===== src/rtl/clp_pkg.sv =====
// ----------------------------------------------------------------------------
// clp_pkg
// Shared types, constants and line-shape tables for the chapter list parser.
// ----------------------------------------------------------------------------
package clp_pkg;

    localparam int NAME_COUNT_BITS_DEF = 16;

    localparam logic [7:0] CHAR_NEWLINE = 8'd10;
    localparam logic [7:0] CHAR_ZERO    = 8'h30;
    localparam logic [7:0] CHAR_NINE    = 8'h39;
    localparam logic [7:0] DIGIT_MARK   = 8'd0;

    localparam int TIME_LINE_LEN  = 22;
    localparam int TIME_LINE_LAST = 21;
    localparam int NAME_START     = 14;
    localparam int HOUR_MAX       = 23;
    localparam int MINUTE_MAX     = 59;
    localparam int SECOND_MAX     = 59;

    typedef enum logic [2:0] {
        KIND_NAME_BYTE = 3'd0,
        KIND_TIME      = 3'd1,
        KIND_CHAPTER   = 3'd2,
        KIND_ERROR     = 3'd3,
        KIND_END       = 3'd4
    } kind_t;

    typedef enum logic [2:0] {
        ERR_NONE      = 3'd0,
        ERR_BAD_TIME  = 3'd1,
        ERR_HOUR      = 3'd2,
        ERR_MINUTE    = 3'd3,
        ERR_SECOND    = 3'd4,
        ERR_BAD_NAME  = 3'd5
    } err_t;

    function automatic logic is_ws(input logic [7:0] c);
        return (c == 8'd32) || (c >= 8'd9 && c <= 8'd13);
    endfunction

    function automatic logic is_digit(input logic [7:0] c);
        return (c >= CHAR_ZERO) && (c <= CHAR_NINE);
    endfunction

    // "CHAPTERdd=dd:dd:dd.ddd", digit positions give DIGIT_MARK
    function automatic logic [7:0] time_shape(input logic [4:0] idx);
        logic [7:0] ch;
        unique case (idx)
            5'd0:  ch = "C";
            5'd1:  ch = "H";
            5'd2:  ch = "A";
            5'd3:  ch = "P";
            5'd4:  ch = "T";
            5'd5:  ch = "E";
            5'd6:  ch = "R";
            5'd9:  ch = "=";
            5'd12: ch = ":";
            5'd15: ch = ":";
            5'd18: ch = ".";
            default: ch = DIGIT_MARK;
        endcase
        return ch;
    endfunction

    // "CHAPTERddNAME="
    function automatic logic [7:0] name_shape(input logic [3:0] idx);
        logic [7:0] ch;
        unique case (idx)
            4'd0:  ch = "C";
            4'd1:  ch = "H";
            4'd2:  ch = "A";
            4'd3:  ch = "P";
            4'd4:  ch = "T";
            4'd5:  ch = "E";
            4'd6:  ch = "R";
            4'd9:  ch = "N";
            4'd10: ch = "A";
            4'd11: ch = "M";
            4'd12: ch = "E";
            4'd13: ch = "=";
            default: ch = DIGIT_MARK;
        endcase
        return ch;
    endfunction

    // millisecond weight of each digit position of a time line
    function automatic logic [25:0] time_weight(input logic [4:0] idx);
        logic [25:0] w;
        unique case (idx)
            5'd10:   w = 26'd36000000;
            5'd11:   w = 26'd3600000;
            5'd13:   w = 26'd600000;
            5'd14:   w = 26'd60000;
            5'd16:   w = 26'd10000;
            5'd17:   w = 26'd1000;
            5'd19:   w = 26'd100;
            5'd20:   w = 26'd10;
            5'd21:   w = 26'd1;
            default: w = 26'd0;
        endcase
        return w;
    endfunction

endpackage


===== src/rtl/chapter_list_line_parser.sv =====
// ----------------------------------------------------------------------------
// chapter_list_line_parser
// Byte-wise parser for a simple chapter list with time and name lines.
// ----------------------------------------------------------------------------
// One text byte is taken per clock cycle while s_ready is high. Every byte is
// finished in that cycle by the line state update; its result, if any, sits
// in a single output register. s_ready is high whenever that register is
// empty or being taken, so with m_ready held high the block sustains one
// transfer per cycle. The line counters are NAME_COUNT_BITS+1 bits wide and
// saturate, so name lengths never wrap. No results follow an error until reset.
module chapter_list_line_parser #(
    parameter int NAME_COUNT_BITS = clp_pkg::NAME_COUNT_BITS_DEF
) (
    input  logic                aclk,
    input  logic                aresetn,
    input  logic                s_valid,
    output logic                s_ready,
    input  logic [7:0]          s_char_byte,
    input  logic                s_end_of_text,
    output logic                m_valid,
    input  logic                m_ready,
    output clp_pkg::kind_t      m_kind,
    output logic [6:0]          m_chapter_number,
    output logic [26:0]         m_start_ms,
    output logic [7:0]          m_name_byte,
    output logic [15:0]         m_name_length,
    output clp_pkg::err_t       m_error_code,
    output logic                m_dropped_time
);
    import clp_pkg::*;

    localparam int CW = NAME_COUNT_BITS + 1;
    localparam logic [CW-1:0] COLUMN_CAP = CW'((64'd1 << NAME_COUNT_BITS) + 64'd31);
    localparam logic [CW-1:0] NAME_MAX   = CW'((64'd1 << NAME_COUNT_BITS) - 64'd1);

    logic            expect_name_reg, expect_name_next;
    logic            line_started_reg, line_started_next;
    logic [CW-1:0]   column_reg, column_next;
    logic [CW-1:0]   lnc_reg, lnc_next;
    logic            pattern_ok_reg, pattern_ok_next;
    logic [6:0]      chapter_reg, chapter_next;
    logic [6:0]      hour_reg, hour_next;
    logic [6:0]      minute_reg, minute_next;
    logic [6:0]      second_reg, second_next;
    logic [26:0]     acc_reg, acc_next;
    logic [26:0]     saved_start_reg, saved_start_next;
    logic            failed_reg, failed_next;

    logic            m_valid_reg;
    kind_t           kind_reg;
    logic [6:0]      chap_out_reg;
    logic [26:0]     start_out_reg;
    logic [7:0]      name_byte_reg;
    logic [15:0]     name_len_reg;
    err_t            err_reg;
    logic            dropped_reg;

    logic            res_valid;
    kind_t           res_kind;
    logic [6:0]      res_chap;
    logic [26:0]     res_start;
    logic [7:0]      res_name_byte;
    logic [15:0]     res_name_len;
    err_t            res_err;
    logic            res_dropped;

    logic            accept;
    logic            do_close;
    logic            ws;
    logic            digit;
    logic [3:0]      dval;
    logic [CW-1:0]   col;
    logic            pat;
    logic [7:0]      want;
    logic [6:0]      chap_b, hour_b, min_b, sec_b;
    logic [26:0]     acc_b;
    logic [CW-1:0]   name_len_raw, name_len_sat;
    logic [15:0]     name_len;

    assign s_ready = !m_valid_reg || m_ready;
    assign accept  = s_valid && s_ready;

    assign ws    = is_ws(s_char_byte);
    assign digit = is_digit(s_char_byte);
    assign dval  = 4'(s_char_byte - CHAR_ZERO);
    assign col   = line_started_reg ? column_reg : '0;

    assign chap_b = line_started_reg ? chapter_reg : '0;
    assign hour_b = line_started_reg ? hour_reg    : '0;
    assign min_b  = line_started_reg ? minute_reg  : '0;
    assign sec_b  = line_started_reg ? second_reg  : '0;
    assign acc_b  = line_started_reg ? acc_reg     : '0;

    assign name_len_raw = lnc_reg - CW'(NAME_START - 1);
    assign name_len_sat = (name_len_raw > NAME_MAX) ? NAME_MAX : name_len_raw;
    assign name_len     = (64'(name_len_sat) > 64'd65535) ? 16'hFFFF : 16'(name_len_sat);

    always_comb begin
        expect_name_next  = expect_name_reg;
        line_started_next = line_started_reg;
        column_next       = column_reg;
        lnc_next          = lnc_reg;
        pattern_ok_next   = pattern_ok_reg;
        chapter_next      = chapter_reg;
        hour_next         = hour_reg;
        minute_next       = minute_reg;
        second_next       = second_reg;
        acc_next          = acc_reg;
        saved_start_next  = saved_start_reg;
        failed_next       = failed_reg;

        res_valid     = 1'b0;
        res_kind      = KIND_NAME_BYTE;
        res_chap      = '0;
        res_start     = '0;
        res_name_byte = '0;
        res_name_len  = '0;
        res_err       = ERR_NONE;
        res_dropped   = 1'b0;

        do_close = 1'b0;
        pat      = 1'b1;
        want     = DIGIT_MARK;

        if (accept && !failed_reg) begin
            if (s_end_of_text) begin
                if (line_started_reg) begin
                    do_close = 1'b1;
                end else begin
                    res_valid        = 1'b1;
                    res_kind         = KIND_END;
                    res_dropped      = expect_name_reg;
                    res_chap         = expect_name_reg ? chapter_reg : '0;
                    res_start        = expect_name_reg ? saved_start_reg : '0;
                    expect_name_next = 1'b0;
                end
            end else if (s_char_byte == CHAR_NEWLINE) begin
                do_close = line_started_reg;
            end else if (line_started_reg || !ws) begin
                line_started_next = 1'b1;
                pat               = line_started_reg ? pattern_ok_reg : 1'b1;
                chapter_next      = chap_b;
                hour_next         = hour_b;
                minute_next       = min_b;
                second_next       = sec_b;
                acc_next          = acc_b;

                if (!expect_name_reg) begin
                    if (col < CW'(TIME_LINE_LEN)) begin
                        want = time_shape(col[4:0]);
                        if (want == DIGIT_MARK) begin
                            if (!digit) begin
                                pat = 1'b0;
                            end else begin
                                acc_next = acc_b + 27'(time_weight(col[4:0])) * 27'(dval);
                                unique case (col[4:0])
                                    5'd7, 5'd8:   chapter_next = 7'(chap_b * 7'd10 + 7'(dval));
                                    5'd10, 5'd11: hour_next    = 7'(hour_b * 7'd10 + 7'(dval));
                                    5'd13, 5'd14: minute_next  = 7'(min_b * 7'd10 + 7'(dval));
                                    5'd16, 5'd17: second_next  = 7'(sec_b * 7'd10 + 7'(dval));
                                    default: ;
                                endcase
                            end
                        end else if (s_char_byte != want) begin
                            pat = 1'b0;
                        end
                    end else if (!ws) begin
                        pat = 1'b0;
                    end
                end else begin
                    if (col < CW'(NAME_START)) begin
                        want = name_shape(col[3:0]);
                        if (want == DIGIT_MARK) begin
                            if (!digit) begin
                                pat = 1'b0;
                            end else begin
                                chapter_next = 7'(chap_b * 7'd10 + 7'(dval));
                            end
                        end else if (s_char_byte != want) begin
                            pat = 1'b0;
                        end
                    end else begin
                        if (col == CW'(NAME_START) && ws) begin
                            pat = 1'b0;
                        end
                        if (pat) begin
                            res_valid     = 1'b1;
                            res_kind      = KIND_NAME_BYTE;
                            res_chap      = chap_b;
                            res_name_byte = s_char_byte;
                        end
                    end
                end

                pattern_ok_next = pat;
                if (!ws) begin
                    lnc_next = col;
                end else if (!line_started_reg) begin
                    lnc_next = '0;
                end
                column_next = (col < COLUMN_CAP) ? col + CW'(1) : col;
            end
        end

        if (do_close) begin
            line_started_next = 1'b0;
            res_valid         = 1'b1;
            if (!expect_name_reg) begin
                priority if (!pattern_ok_reg || lnc_reg != CW'(TIME_LINE_LAST)) begin
                    res_err = ERR_BAD_TIME;
                end else if (hour_reg > 7'(HOUR_MAX)) begin
                    res_err = ERR_HOUR;
                end else if (minute_reg > 7'(MINUTE_MAX)) begin
                    res_err = ERR_MINUTE;
                end else if (second_reg > 7'(SECOND_MAX)) begin
                    res_err = ERR_SECOND;
                end else begin
                    expect_name_next = 1'b1;
                    saved_start_next = acc_reg;
                    res_kind         = KIND_TIME;
                    res_chap         = chapter_reg;
                    res_start        = acc_reg;
                end
            end else if (!pattern_ok_reg || lnc_reg < CW'(NAME_START)) begin
                res_err = ERR_BAD_NAME;
            end else begin
                expect_name_next = 1'b0;
                res_kind         = KIND_CHAPTER;
                res_chap         = chapter_reg;
                res_start        = saved_start_reg;
                res_name_len     = name_len;
            end
            if (res_err != ERR_NONE) begin
                failed_next = 1'b1;
                res_kind    = KIND_ERROR;
            end
        end
    end

    always_ff @(posedge aclk) begin
        if (!aresetn) begin
            expect_name_reg  <= 1'b0;
            line_started_reg <= 1'b0;
            column_reg       <= '0;
            lnc_reg          <= '0;
            pattern_ok_reg   <= 1'b1;
            chapter_reg      <= '0;
            hour_reg         <= '0;
            minute_reg       <= '0;
            second_reg       <= '0;
            acc_reg          <= '0;
            saved_start_reg  <= '0;
            failed_reg       <= 1'b0;
            m_valid_reg      <= 1'b0;
        end else begin
            expect_name_reg  <= expect_name_next;
            line_started_reg <= line_started_next;
            column_reg       <= column_next;
            lnc_reg          <= lnc_next;
            pattern_ok_reg   <= pattern_ok_next;
            chapter_reg      <= chapter_next;
            hour_reg         <= hour_next;
            minute_reg       <= minute_next;
            second_reg       <= second_next;
            acc_reg          <= acc_next;
            saved_start_reg  <= saved_start_next;
            failed_reg       <= failed_next;
            if (s_ready) begin
                m_valid_reg <= res_valid;
            end
        end
    end

    // result register payload
    always_ff @(posedge aclk) begin
        if (s_ready) begin
            kind_reg      <= res_kind;
            chap_out_reg  <= res_chap;
            start_out_reg <= res_start;
            name_byte_reg <= res_name_byte;
            name_len_reg  <= res_name_len;
            err_reg       <= res_err;
            dropped_reg   <= res_dropped;
        end
    end

    assign m_valid          = m_valid_reg;
    assign m_kind           = kind_reg;
    assign m_chapter_number = chap_out_reg;
    assign m_start_ms       = start_out_reg;
    assign m_name_byte      = name_byte_reg;
    assign m_name_length    = name_len_reg;
    assign m_error_code     = err_reg;
    assign m_dropped_time   = dropped_reg;

endmodule


===== config.mk =====
export PLATFORM = sky130hd
export DESIGN_NAME = chapter_list_line_parser
export DESIGN_NICKNAME = d
export VERILOG_FILES = /design/src/rtl/clp_pkg.sv /design/src/rtl/chapter_list_line_parser.sv
export SDC_FILE = /design/constraint.sdc
export NUM_CORES = 1
export LEC_CHECK = 0
export ABC_CLOCK_PERIOD_IN_PS = 8400
export BUFFER_PORTS_ARGS = -buffer_cell sky130_fd_sc_hd__buf_2
export CORE_MARGIN = 1
export CORE_UTILIZATION = 60
export DETAILED_ROUTE_END_ITERATION = 7
export HOLD_SLACK_MARGIN = 0.06
export PLACE_DENSITY = 0.79
export RECOVER_POWER = 50
export SETUP_SLACK_MARGIN = 0.5
export SYNTH_ARGS = -nofsm -noshare
export SYNTH_HDL_FRONTEND = slang
export SYNTH_SLANG_ARGS = --single-unit
export TNS_END_PERCENT = 20

===== constraint.sdc =====
create_clock -name aclk -period 8.4 [get_ports aclk]
set_input_delay 1.26 -clock aclk [delete_from_list [all_inputs] [get_ports aclk]]
set_output_delay 1.26 -clock aclk [all_outputs]
set_load 0.1 [all_outputs]

==> metrics.md <==
| Metric | Value |
|---|---|
| Critical Path AT | `6930 ps` |
| Largest net degree at the start of global routing | `92` |
| Final Max Slew Viols | `67` |
| Post-CTS Resized | `0` |
| Mapped Cells | `around 1600` |
| DRT iter0 DRCs | `1036` |
| CTS Hold Buffers Added | `0` |
| Post-CTS Setup Inserts | `0` |
| Vias in the first global route | `around 11000` |
| Global-route wire length before repair | `54210 um` |
| Sum Neg Setup Slack | `0 ps` |
| Yosys reg bits | `~190` |
| Clock tree buffer depth | `2` |
| Routability-driven placement congestion ratio | `roughly 0.94` |
| # rows | `54` |
| Seq/Total Area, Yosys | `0.3248` |
| Die height | `around 150 um` |
| Maxcap violations | `1` |
| Gr ovfl total | `0` |
| Top_reg_cell synth | `dfxtp_1` |
| Core Region | `~0.022 mm^2` |
| Layout net count | `between 1500 and 2000` |
| RSZ-0062 raised after global routing | `no` |
| Worst Path Required | `about 8700 ps` |
| Drt pass-1 iters | `6` |
| CP Class | `register to register` |
| CTS buffer count | `17` |
| Final setup vio count | `0` |
| Element type at the critical path end | `register` |
| Ys Warns | `0` |
| Crit path max fanout | `16` |
| Fmax | `approximately 150 MHz` |
| Leakage | `between 6 and 7 nW` |
| Type of origin of the critical path | `register` |
| IR drop worst, VDD | `between 0.0001 and 0.00015 V` |
| CTS tree | `built` |
| Routed Antenna Nets | `0` |
| EDFF count, synth | `65` |
| Antenna violations before repair | `0` |
| Post-DP HPWL | `approximately 24000 um` |
| Final hold vios | `0` |
| Clock Latency Late Sink | `440 ps` |
| PortBufs | `~80` |
| Routed length per instance | `17.28 um` |
| Fin crit period | `6626 ps` |
| DRC errors left | `0` |
| Die width | `151.8 um` |
| CTS Root Buffer Type | `clkbuf_16` |
| Clk slew on worst S/H paths | `approximately 80 ps` |
| Area grow syn2layout | `7.627%` |
| H-tree depth | `4` |
| CTS sink count | `186` |
| Worst Skew | `between 10 and 15 ps` |
| Die footprint | `~0.023 mm^2` |
| Netlist Area Pre-Place | `about 0.013 mm^2` |
| Yosys cell types | `just under 80` |
| Asr flop ratio synth | `0` |
| R2r worst-path depth | `22` |
| Failing checks | `max-capacitance violations, max-slew violations` |
| Final wirelength | `approximately 33000 um` |
| Status | `finished with violations` |
| Final Power | `between 1.5 and 2 mW` |
| All-Layer GR Usage | `0.2878` |
| HP Class | `register to register` |
| Drt via density | `between 5 and 6` |
| Worst-Margin Slew | `3543 ps` |
| Max_slew headroom | `-1.362` |
| Tcrit/Tclk final | `0.7889` |
| Ant diodes | `0` |
| Syn_nets | `around 1700` |
| Via count | `approximately 11000` |
| Avg Inst Size Synth | `8.530 um^2` |
| Share of post-route cells with drive strength above 1 | `0.04997` |
| Ports | `80` |
| Power Dens Cells | `137.0 mW/mm^2` |
| Worst hold stages | `2` |
| Initial core utilization | `0.6153` |
[layout make-up]
| class | instances | area (um^2) |
|---|---|---|
| clock inverters | 15 | 181.4 |
| well taps | 280 | 350.3 |
| repair buffers | 94 | 412.9 |
| flip-flops and latches | 186 | 4375 |
| fillers | 1838 | 7395 |
| inverters | 143 | 536.8 |
| clock buffers | 17 | 425.4 |
| multi-input cells | 1166 | 8214 |
[per-stage QoR]
stage / hold WS, ps / util / cell area [um^2] / std cells / setup WS (ps)
after floorplan: 416.7 / - / 13470 / 1579 / 1994
after global placement: 430.7 / 0.6388 / 13980 / 1869 / 2040
after detailed placement: 447.2 / 0.6388 / 13980 / 1869 / 1951
after CTS: 457.9 / 0.6666 / 14590 / 1901 / 1907
after global routing: 471.1 / 0.6622 / 14500 / 1901 / 1258
final: 456.8 / 0.6622 / 14500 / 1901 / 1774
[worst max-delay path: stages, from the launching register on]
cell      delay, ps
dfxtp_1         530
nand2_1         200
inv_1           230
ha_1            570
nor2b_1         290
a21oi_1          90
nor3_1          310
and2_1          200
fa_1            450
fa_1            550
inv_1            50
fa_1            530
inv_1            50
ha_1            360
o21ai_0         120
o21bai_1        220
a21oi_1         150
o31ai_1         550
a31oi_1         220
o31a_1          390
o21ai_0         230
xnor2_1         140
o21ai_0          80
[logic make-up (layout without fill, tap and decap cells)]
logic type                 Yosys count  in the layout  synth area share
AOI/OAI and AO/OA                  336            336            0.1543
xor gates and xnor gates            91             91           0.05917
adders and majority gates          148            148            0.1776
buffers and inverters              227            269           0.06586
DFF                                186            186            0.3248
muxes                                3              3          0.002322
and+or+nand+nor                    588            588            0.2160
[synth_stat cells (all sizes together) (18+ instances only)]
library cell    n  share of area
buf            18         0.0076
and2           76          0.035
o21ai          80          0.030
nand2         240          0.067
nand3          49          0.018
nor2           78          0.022
nor3           19         0.0078
a21o           22          0.012
inv           142          0.040
fa             72           0.11
clkbuf         66          0.018
and3           31          0.014
nor2b          18         0.0084
xnor2          57          0.037
xor2           34          0.022
ha             76          0.071
edfxtp         65           0.14
a21oi         129          0.048
dfxtp         121           0.18
[path summary, 6_finish.rpt]
path                                          start             endpoint  slack [ps]
worst max-delay path                  column_reg[0]          acc_reg[25]        1770
worst min register to register  saved_start_reg[15]  saved_start_reg[15]         460
worst max register to register        column_reg[0]          acc_reg[25]        1770
worst min-delay path            saved_start_reg[15]  saved_start_reg[15]         460
[layout by cell type, fill, tap and decap left out, types with 6 or more instances in the layout]
master     count
buf_4         12
and3_1        31
fa_1          72
nand3b_1       7
nor3_1        17
nor2_1        77
a21o_1        22
buf_2         12
nand2b_1       8
edfxtp_1      65
o21bai_1       8
ha_1          76
nor2b_1       18
o211ai_1      10
xor2_1        34
nor4_1        10
or3_1          7
a31oi_1       15
nand4_1        9
nor3b_1       10
clkbuf_1      70
and2_1        74
a22o_1         6
xnor2_1       57
a32o_1         6
inv_1        139
dfxtp_1      120
nand3_1       49
or4_1          6
nand2_1      240
o21ai_0       80
clkbuf_16     17
a21oi_1      128
a22oi_1        8
[power breakdown]
part	switching (mW)	total, mW	internal, mW
Sequential	0.00608	0.950	0.944
Combinational	0.185	0.212	0.0262
Clock	0.398	0.825	0.426
Total	0.590	1.99	1.40
[layer usage]
metal	up-vias	track usage	share of wire
li1	5428	-	-
met3	64	0.04193	0.066
met4	0	0.09905	0.027
met1	5464	0.3938	0.44
met2	428	0.4671	0.47
met5	-	0	0
Note: power is estimated with default switching activity, not from simulation.
